## config.mk

```make
export PLATFORM = sky130hd
export DESIGN_NAME = delimiter_stream_splitter
export DESIGN_NICKNAME = d
export VERILOG_FILES = /design/src/hw/rtl/dss_pkg.sv /design/src/hw/rtl/dss_front.sv /design/src/hw/rtl/dss_fifo.sv /design/src/hw/rtl/dss_back.sv /design/src/hw/rtl/delimiter_stream_splitter.sv
export SDC_FILE = /design/constraint.sdc
export NUM_CORES = 1
export LEC_CHECK = 0
export BUFFER_PORTS_ARGS = -buffer_cell sky130_fd_sc_hd__buf_2
export CAP_MARGIN = 30
export CORE_AREA = 2 2 241 243
export CTS_CLUSTER_DIAMETER = 150
export CTS_CLUSTER_SIZE = 25
export DETAILED_ROUTE_END_ITERATION = 8
export DIE_AREA = 0 0 243 245
export REMOVE_ABC_BUFFERS = 1
export SETUP_SLACK_MARGIN = 0.1
export SLEW_MARGIN = 20
export SYNTH_ARGS = -nofsm -noshare
export SYNTH_HDL_FRONTEND = slang
export SYNTH_SLANG_ARGS = --single-unit
```

## constraint.sdc

```tcl
create_clock -name clk -period 8.78 [get_ports clk]
set_clock_uncertainty 0.15 [all_clocks]
set_input_delay 1.317 -clock clk [delete_from_list [all_inputs] [get_ports clk]]
set_output_delay 1.317 -clock clk [all_outputs]
set_load 0.01 [all_outputs]
```

## src/hw/rtl/dss_pkg.sv

```systemverilog
// ----------------------------------------------------------------------------
// dss_pkg: shared types and constants of the delimiter stream splitter
// Window size, result kinds, register indexes and the front-to-back command.
// ----------------------------------------------------------------------------
package dss_pkg;

	localparam int DELIM_MAX  = 8;
	localparam int LEN_LIM    = (DELIM_MAX < 8) ? DELIM_MAX : 8;
	localparam int CNT_W      = $clog2(DELIM_MAX + 1);
	localparam int FLUSH_N    = (DELIM_MAX > 1) ? DELIM_MAX - 1 : 1;
	localparam int FL_W       = $clog2(FLUSH_N + 1);
	localparam int FIFO_DEPTH = 4;
	localparam int PTR_W      = $clog2(FIFO_DEPTH);
	localparam int IDX_W      = 4;
	localparam int CFG_W      = 64;

	localparam logic [CFG_W-1:0] DELIM_BYTES_RST = CFG_W'(44);
	localparam logic [3:0]       DELIM_LEN_RST   = 4'd1;

	typedef enum logic [IDX_W-1:0] {
		REG_DELIM_BYTES = 4'd0,
		REG_DELIM_LEN   = 4'd1
	} reg_idx_t;

	typedef enum logic [1:0] {
		RES_NONE = 2'd0,
		RES_BYTE = 2'd1,
		RES_END  = 2'd2
	} res_kind_t;

	typedef struct packed {
		res_kind_t                  first_kind;
		logic [7:0]                 first_byte;
		logic [FLUSH_N-1:0][7:0]    flush_bytes;
		logic [FL_W-1:0]            flush_cnt;
		logic                       eos;
	} cmd_t;

endpackage

```

## src/hw/rtl/dss_front.sv

```systemverilog
// ----------------------------------------------------------------------------
// dss_front: window and match stage
// Holds the lookahead window, compares it to the delimiter and issues one
// command per beat that gives results or ends the string.
// ----------------------------------------------------------------------------
module dss_front
	import dss_pkg::*;
(
	input  logic             clk,
	input  logic             arst_n,
	input  logic             s_tvalid,
	output logic             s_tready,
	input  logic [7:0]       s_tdata,
	input  logic             s_tuser,
	input  logic             s_tlast,
	input  logic             cfg_valid,
	input  logic [IDX_W-1:0] cfg_index,
	input  logic [CFG_W-1:0] cfg_data,
	input  logic             q_full,
	output logic             push,
	output cmd_t             push_cmd
);

	logic [CFG_W-1:0]            delim_bytes_q;
	logic [3:0]                  delim_len_q;
	logic [DELIM_MAX-1:0][7:0]   win_q;
	logic [CNT_W-1:0]            cnt_q;

	logic [CNT_W-1:0]            len_eff;
	logic [CNT_W-1:0]            cnt0;
	logic [CNT_W-1:0]            cnt_a;
	logic [CNT_W-1:0]            cnt_b;
	logic [DELIM_MAX-1:0][7:0]   win_a;
	logic [DELIM_MAX-1:0][7:0]   win_b;
	logic                        full;
	logic                        match;
	logic                        accept;
	logic                        cfg_hit;
	res_kind_t                   kind;

	assign s_tready = !q_full;
	assign accept   = s_tvalid && s_tready;
	assign cfg_hit  = cfg_valid && (cfg_index == REG_DELIM_BYTES || cfg_index == REG_DELIM_LEN);

	always_comb begin
		if (delim_len_q == 4'd0) begin
			len_eff = CNT_W'(1);
		end else if (32'(delim_len_q) > LEN_LIM) begin
			len_eff = CNT_W'(LEN_LIM);
		end else begin
			len_eff = CNT_W'(delim_len_q);
		end
	end

	always_comb begin
		cnt0 = (cnt_q >= len_eff) ? '0 : cnt_q;
		win_a = win_q;
		for (int i = 0; i < DELIM_MAX; i++) begin
			if (s_tuser && CNT_W'(i) == cnt0) begin
				win_a[i] = s_tdata;
			end
		end
		cnt_a = cnt0 + CNT_W'(s_tuser);
		full  = s_tuser && (cnt_a == len_eff);
		match = 1'b1;
		for (int i = 0; i < DELIM_MAX; i++) begin
			if (CNT_W'(i) < len_eff && win_a[i] != delim_bytes_q[8*i +: 8]) begin
				match = 1'b0;
			end
		end
		win_b = win_a;
		cnt_b = cnt_a;
		kind  = RES_NONE;
		if (full && match) begin
			kind  = RES_END;
			cnt_b = '0;
		end else if (full) begin
			kind = RES_BYTE;
			for (int i = 0; i < DELIM_MAX - 1; i++) begin
				win_b[i] = win_a[i+1];
			end
			cnt_b = cnt_a - CNT_W'(1);
		end
	end

	always_comb begin
		push_cmd.first_kind = kind;
		push_cmd.first_byte = win_a[0];
		for (int i = 0; i < FLUSH_N; i++) begin
			push_cmd.flush_bytes[i] = win_b[i];
		end
		push_cmd.flush_cnt = s_tlast ? cnt_b[FL_W-1:0] : '0;
		push_cmd.eos       = s_tlast;
		push = accept && (kind != RES_NONE || s_tlast);
	end

	always_ff @(posedge clk or negedge arst_n) begin
		if (!arst_n) begin
			delim_bytes_q <= DELIM_BYTES_RST;
			delim_len_q   <= DELIM_LEN_RST;
			cnt_q         <= '0;
		end else if (cfg_valid) begin
			if (cfg_index == REG_DELIM_BYTES) begin
				delim_bytes_q <= cfg_data;
			end
			if (cfg_index == REG_DELIM_LEN) begin
				delim_len_q <= cfg_data[3:0];
			end
			if (cfg_hit) begin
				cnt_q <= '0;
			end
		end else if (accept) begin
			cnt_q <= s_tlast ? '0 : cnt_b;
		end
	end

	always_ff @(posedge clk) begin
		if (accept) begin
			win_q <= win_b;
		end
	end

endmodule

```

## src/hw/rtl/dss_fifo.sv

```systemverilog
// ----------------------------------------------------------------------------
// dss_fifo: command queue
// Short register queue between the match stage and the result sequencer.
// ----------------------------------------------------------------------------
module dss_fifo
	import dss_pkg::*;
(
	input  logic clk,
	input  logic arst_n,
	input  logic push,
	input  cmd_t push_cmd,
	input  logic pop,
	output cmd_t pop_cmd,
	output logic full,
	output logic empty
);

	cmd_t             mem_q [FIFO_DEPTH];
	logic [PTR_W-1:0] wr_ptr_q;
	logic [PTR_W-1:0] rd_ptr_q;
	logic [PTR_W:0]   count_q;
	logic             do_push;
	logic             do_pop;

	assign full    = (count_q == (PTR_W+1)'(FIFO_DEPTH));
	assign empty   = (count_q == '0);
	assign do_push = push && !full;
	assign do_pop  = pop && !empty;
	assign pop_cmd = mem_q[rd_ptr_q];

	always_ff @(posedge clk or negedge arst_n) begin
		if (!arst_n) begin
			wr_ptr_q <= '0;
			rd_ptr_q <= '0;
			count_q  <= '0;
		end else begin
			if (do_push) begin
				wr_ptr_q <= wr_ptr_q + PTR_W'(1);
			end
			if (do_pop) begin
				rd_ptr_q <= rd_ptr_q + PTR_W'(1);
			end
			case ({do_push, do_pop})
				2'b10:   count_q <= count_q + (PTR_W+1)'(1);
				2'b01:   count_q <= count_q - (PTR_W+1)'(1);
				default: count_q <= count_q;
			endcase
		end
	end

	always_ff @(posedge clk) begin
		if (do_push) begin
			mem_q[wr_ptr_q] <= push_cmd;
		end
	end

endmodule

```

## src/hw/rtl/dss_back.sv

```systemverilog
// ----------------------------------------------------------------------------
// dss_back: result sequencer
// Turns each command into its result beats, one beat per cycle while m_tready
// allows it, through an output register.
// ----------------------------------------------------------------------------
module dss_back
	import dss_pkg::*;
(
	input  logic       clk,
	input  logic       arst_n,
	input  logic       q_empty,
	input  cmd_t       q_cmd,
	output logic       pop,
	output logic       m_tvalid,
	input  logic       m_tready,
	output logic [7:0] m_tdata,
	output logic [1:0] m_tuser,
	output logic       m_tlast
);

	logic                    first_pend_q;
	res_kind_t               first_kind_q;
	logic [7:0]              first_byte_q;
	logic [FLUSH_N-1:0][7:0] fl_q;
	logic [FL_W-1:0]         fl_left_q;
	logic                    end_pend_q;

	logic                    out_valid_q;
	logic [7:0]              out_byte_q;
	logic [1:0]              out_user_q;
	logic                    out_last_q;

	logic                    cur_valid;
	logic                    emit;
	logic                    done_after;
	logic                    load;
	logic [7:0]              nx_byte;
	logic                    nx_bv;
	logic                    nx_pe;
	logic                    nx_last;

	assign cur_valid = first_pend_q || (fl_left_q != '0) || end_pend_q;
	assign emit      = cur_valid && (!out_valid_q || m_tready);

	always_comb begin
		if (first_pend_q) begin
			done_after = (fl_left_q == '0) && !end_pend_q;
		end else if (fl_left_q != '0) begin
			done_after = (fl_left_q == FL_W'(1)) && !end_pend_q;
		end else begin
			done_after = 1'b1;
		end
	end

	assign load = (!cur_valid || (emit && done_after)) && !q_empty;
	assign pop  = load;

	always_comb begin
		if (first_pend_q) begin
			nx_bv   = (first_kind_q == RES_BYTE);
			nx_pe   = (first_kind_q == RES_END);
			nx_byte = nx_bv ? first_byte_q : 8'd0;
			nx_last = 1'b0;
		end else if (fl_left_q != '0) begin
			nx_bv   = 1'b1;
			nx_pe   = 1'b0;
			nx_byte = fl_q[0];
			nx_last = 1'b0;
		end else begin
			nx_bv   = 1'b0;
			nx_pe   = 1'b1;
			nx_byte = 8'd0;
			nx_last = 1'b1;
		end
	end

	always_ff @(posedge clk or negedge arst_n) begin
		if (!arst_n) begin
			first_pend_q <= 1'b0;
			fl_left_q    <= '0;
			end_pend_q   <= 1'b0;
		end else if (load) begin
			first_pend_q <= (q_cmd.first_kind != RES_NONE);
			fl_left_q    <= q_cmd.flush_cnt;
			end_pend_q   <= q_cmd.eos;
		end else if (emit) begin
			if (first_pend_q) begin
				first_pend_q <= 1'b0;
			end else if (fl_left_q != '0) begin
				fl_left_q <= fl_left_q - FL_W'(1);
			end else begin
				end_pend_q <= 1'b0;
			end
		end
	end

	always_ff @(posedge clk) begin
		if (load) begin
			first_kind_q <= q_cmd.first_kind;
			first_byte_q <= q_cmd.first_byte;
			fl_q         <= q_cmd.flush_bytes;
		end else if (emit && !first_pend_q && fl_left_q != '0) begin
			for (int i = 0; i < FLUSH_N - 1; i++) begin
				fl_q[i] <= fl_q[i+1];
			end
		end
	end

	always_ff @(posedge clk or negedge arst_n) begin
		if (!arst_n) begin
			out_valid_q <= 1'b0;
		end else if (emit) begin
			out_valid_q <= 1'b1;
		end else if (m_tready) begin
			out_valid_q <= 1'b0;
		end
	end

	always_ff @(posedge clk) begin
		if (emit) begin
			out_byte_q <= nx_byte;
			out_user_q <= {nx_pe, nx_bv};
			out_last_q <= nx_last;
		end
	end

	assign m_tvalid = out_valid_q;
	assign m_tdata  = out_byte_q;
	assign m_tuser  = out_user_q;
	assign m_tlast  = out_last_q;

endmodule

```

## src/hw/rtl/delimiter_stream_splitter.sv

```systemverilog
// ----------------------------------------------------------------------------
// delimiter_stream_splitter: split a byte stream at a multibyte delimiter
// Front stage matches the window, a command queue decouples it from the
// sequencer that writes out part bytes and part ends.
//
// channel   dir  handshake          payload
// s_*       in   s_tvalid/s_tready  tdata data_byte, tuser has_byte, tlast end_of_string
// m_*       out  m_tvalid/m_tready  tdata out_byte, tuser byte_valid|part_end, tlast last
// cfg_*     in   cfg_valid/cfg_ready cfg_index register, cfg_data value
//
// one input beat per cycle while s_tready is high; the sequencer sends one
// result beat per cycle while m_tready is high; end-of-string flushes the window
// reset: window empty, delimiter a comma of length 1
// a 4-entry command queue absorbs flushes; s_tready drops only when it fills
// a delimiter register write empties the window; cfg_ready is always high
// ----------------------------------------------------------------------------
module delimiter_stream_splitter
	import dss_pkg::*;
(
	input  logic             clk,
	input  logic             arst_n,
	input  logic             s_tvalid,
	output logic             s_tready,
	input  logic [7:0]       s_tdata,   // data_byte
	input  logic             s_tuser,   // has_byte
	input  logic             s_tlast,
	output logic             m_tvalid,
	input  logic             m_tready,
	output logic [7:0]       m_tdata,   // out_byte
	output logic [1:0]       m_tuser,   // byte_valid, part_end
	output logic             m_tlast,
	input  logic             cfg_valid,
	output logic             cfg_ready,
	input  logic [IDX_W-1:0] cfg_index,
	input  logic [CFG_W-1:0] cfg_data
);

	logic push;
	logic pop;
	logic q_full;
	logic q_empty;
	cmd_t push_cmd;
	cmd_t pop_cmd;

	assign cfg_ready = 1'b1;

	dss_front u_front (
		.clk       (clk),
		.arst_n    (arst_n),
		.s_tvalid  (s_tvalid),
		.s_tready  (s_tready),
		.s_tdata   (s_tdata),
		.s_tuser   (s_tuser),
		.s_tlast   (s_tlast),
		.cfg_valid (cfg_valid),
		.cfg_index (cfg_index),
		.cfg_data  (cfg_data),
		.q_full    (q_full),
		.push      (push),
		.push_cmd  (push_cmd)
	);

	dss_fifo u_fifo (
		.clk      (clk),
		.arst_n   (arst_n),
		.push     (push),
		.push_cmd (push_cmd),
		.pop      (pop),
		.pop_cmd  (pop_cmd),
		.full     (q_full),
		.empty    (q_empty)
	);

	dss_back u_back (
		.clk      (clk),
		.arst_n   (arst_n),
		.q_empty  (q_empty),
		.q_cmd    (pop_cmd),
		.pop      (pop),
		.m_tvalid (m_tvalid),
		.m_tready (m_tready),
		.m_tdata  (m_tdata),
		.m_tuser  (m_tuser),
		.m_tlast  (m_tlast)
	);

endmodule

```

==> run summary <==
====================================================================================
Average routed wire per standard cell .................................      24.5 µm
Antenna diode count ...................................................            0
Final count of negative-setup-slack endpoints .........................            0
Clock tree from TritonCTS .............................................         done
DRT Wirelength ........................................................      54.5 mm
Number of primary I/O pins ............................................           97
Synthesized instance count ............................................         1370
Highest clock frequency the design can meet ...........................    0.157 GHz
Number of flops mapped to enable cells by yosys .......................          421
Worst EP required .....................................................      9.04 ns
Number of post-CTS setup repair buffers ...............................            0
Routed length on met2 .................................................      26.0 mm
Worst Tran Pin Value ..................................................     0.963 ns
Wire length of the first global-routing pass ..........................      81.0 mm
Die Footprint .........................................................    59500 µm²
Highest routed metal layer ............................................         met4
Final weighted congestion in routability-driven placement .............        0.890
Minimum period implied by the final worst setup slack .................      6.37 ns
Critical setup path kind .............................................. register to register
Layout cell share with drive strength beyond 1 ........................        25.6%
Netlist area before placement .........................................    22100 µm²
Synth cell types ......................................................           83
Final Power ...........................................................      7.69 mW
Maximum resistive drop on vdd .........................................     0.170 mV
Largest net degree at the start of global routing .....................           79
Antenna violation net count after detailed routing ....................            0
Floorplan row count ...................................................           88
Signed area change from the synthesized netlist to the final layout ...        9.40%
First-pass detailed-route iteration total .............................            5
Data arrival time at the worst-slack endpoint .........................      6.63 ns
Leading cell type in the layout, fill and taps excluded ...............     edfxtp_1
Clock Path Buffers ....................................................            3
Power density over the cells ..........................................   319 nW/µm²
Type of destination of the critical path ..............................     register
Number of nets in the final layout ....................................         1542
Post-Place Setup Slack ................................................      2.54 ns
Max Cap Viol ..........................................................            0
Total vias in the final route .........................................        12394
Number of buffers inserted by port buffering ..........................           95
Clock slew seen by the registers of the worst setup and hold paths ....      0.10 ns
Number of clock buffers inserted by TritonCTS .........................           24
Final core occ ........................................................        42.3%
Run status ............................................................ finished, final reports clean
Mapped Avg Cell Area ..................................................     16.1 µm²
Async S/R FF share, synth .............................................        16.8%
CTS sink count ........................................................          506
Leading cell types by total area after synthesis ...................... edfxtp_1 57%, dfrtp_1 9.2%, mux4_2 7.1%, mux2_2 5.3%, xor2_1 2.3%
Clock H-tree levels ...................................................            1
Die boundary height ...................................................       245 µm
Effective utilization at floorplan ....................................        38.7%
Register bit count reported by yosys ..................................          506
Share of synthesized area occupied by flip-flops and latches ..........        67.0%
Clock tree root buffer cell ...........................................    clkbuf_16
Total track usage .....................................................        18.1%
Relative max-transition margin ........................................        35.8%
Initial detailed-routing violation count ..............................         1103
Total length of routed met3 wires .....................................      3.06 mm
Final routed DRC violation total ......................................            0
Setup repair after global routing missed its margin ...................        false
Detailed-routing wirelength on met1 ...................................      24.2 mm
Startpoint kind of the worst setup timing path ........................     register
Core region area ......................................................    57000 µm²
Vias in the first global route ........................................        12634
Total grt overflow ....................................................            0
Most frequently used flop master after synthesis ......................     edfxtp_1
Die X .................................................................       243 µm
Number of warnings printed during yosys synthesis .....................            0
Cell taking the most area after synthesis .............................     edfxtp_1
Later-pin clock latency in the skew report ............................      0.60 ns
Final WS setup ........................................................      2.41 ns
Final Max Slew Viols ..................................................            0
Worst Setup SP ........................................................ u_front.delim_len_q[3]
Startpoint of the worst-slack reg-to-reg timing path .................. u_front.delim_len_q[3]
Highest-count cells in the layout ignoring fill and taps .............. 421 x edfxtp_1, 103 x mux2_2, 94 x buf_2
Post-synth top area share .............................................        57.3%
Detailed placement HPWL ...............................................      35.9 mm
Kind of path behind the tightest hold check ........................... register to register
Worst hold path startpoint ............................................ u_fifo.count_q[0]
Share of the clock period used by the worst path after layout .........        72.6%
Average via count per standard cell ...................................         5.57
Number of antenna violations at the first check in global routing .....            0
Final hold violation count ............................................            0
Resized Gates After CTS ...............................................            0
Number of buffers inserted for hold repair after clock tree synthesis .            0
CP max FO .............................................................           36
Leakage power .........................................................      8.29 nW
====================================================================================
## critical path: stages, from the launching register on
cell and delay, ns:
dfrtp_1 0.63, inv_1 0.20, ha_1 0.36, a21oi_2 0.45
nand3_1 0.22, nor2_2 0.75, mux2i_1 0.39, xnor2_1 0.10
o32a_1 0.35, or4_4 0.57, o21ai_4 0.61, buf_4 0.51
mux2i_2 0.50, o221a_1 0.38
## final timing paths
path | endpoint | slack, ns | cells after the start
max | u_front.win_q[36] | 2.41 | 13
min | u_fifo.count_q[0] | 0.36 | 1
max reg2reg | u_front.win_q[36] | 2.41 | 13
min reg2reg | u_fifo.count_q[0] | 0.36 | 1
max in group asynchronous | u_fifo.rd_ptr_q[0] | 6.70 | 2
min in group asynchronous | u_fifo.count_q[2] | 0.58 | 1
## cell families after synthesis
family / share of synthesized area (%)
mux: 13.7
compound gates: 7.22
simple gates: 5.29
fa+ha+maj: 0.885
xor+xnor: 3.46
other cells: 0.0170
flops: 67.0
buf+inv: 2.48
## layer usage
layer / GRT usage, % / vias up
met5: 0 / -
met4: 4.31 / 0
met3: 2.09 / 83
met2: 29.8 / 420
met1: 25.8 / 6426
li1: - / 5465
## cell type report
type / count / area [µm²]
clock buffers: 43 / 693
clock inverters: 1 / 20.0
fillers: 5222 / 32900
inverters: 60 / 225
multi-input cells: 735 / 6770
flip-flops and latches: 506 / 14800
well taps: 765 / 957
repair buffers: 117 / 683
## Yosys cell counts, types with 3 or more instances
cell type  number
and2_1          6
inv_1          59
dfstp_2         4
o22ai_1         5
nand4_1         9
or3_1          24
ha_1           14
o211ai_1        4
nand3_1        19
o221ai_1        3
dfrtp_1        81
a31o_2          3
a221oi_1        3
nor2_1         43
nor4_1          8
a21oi_1        47
xnor2_1        29
edfxtp_1      421
a22o_1          9
buf_2          11
a222oi_1        7
clkbuf_1       40
buf_1          10
o221a_1        30
nor2_2          5
mux4_2         70
a21o_1          5
buf_6           5
nor2b_1         7
o21ai_1         5
mux2i_2         4
mux2i_1        19
mux2_2        103
nor3_1         10
nand2_1        63
o2111ai_1       4
o221a_2         9
nand3b_1        4
o21ai_0        48
buf_4           3
xor2_1         58
and3_1          4
a2111oi_0       4
## through the flow
stage,cells,instance area [µm²],TNS (ns),hold slack [ns]
2_1_floorplan,1301,21700,-8.23,0.314
3_3_place_gp,2177,23300,0,0.335
3_5_place_dp,2179,23400,0,0.351
4_1_cts,2223,24100,0,0.370
5_1_grt,2227,24100,0,0.375
6_report,2227,24100,0,0.364
## power by group
group	internal (mW)	total, mW	switching [mW]
registers	3.60	4.02	0.419
clock network	0.547	1.30	0.752
logic	1.00	2.38	1.37
total	5.15	7.69	2.54
## flip-flops by register name, summed over array words and instances, names as in the netlist, 3 cells and up
name and count:
u_front.delim_len_q 4, u_back.m_tdata 8, u_back.fl_left_q 3, u_front.cnt_q 4
u_front.win_q 64, u_back.fl_q 56, u_back.first_byte_q 8, u_fifo.mem_q 280
u_fifo.count_q 3, u_front.delim_bytes_q 64
Power figures use the tool's default switching activity.
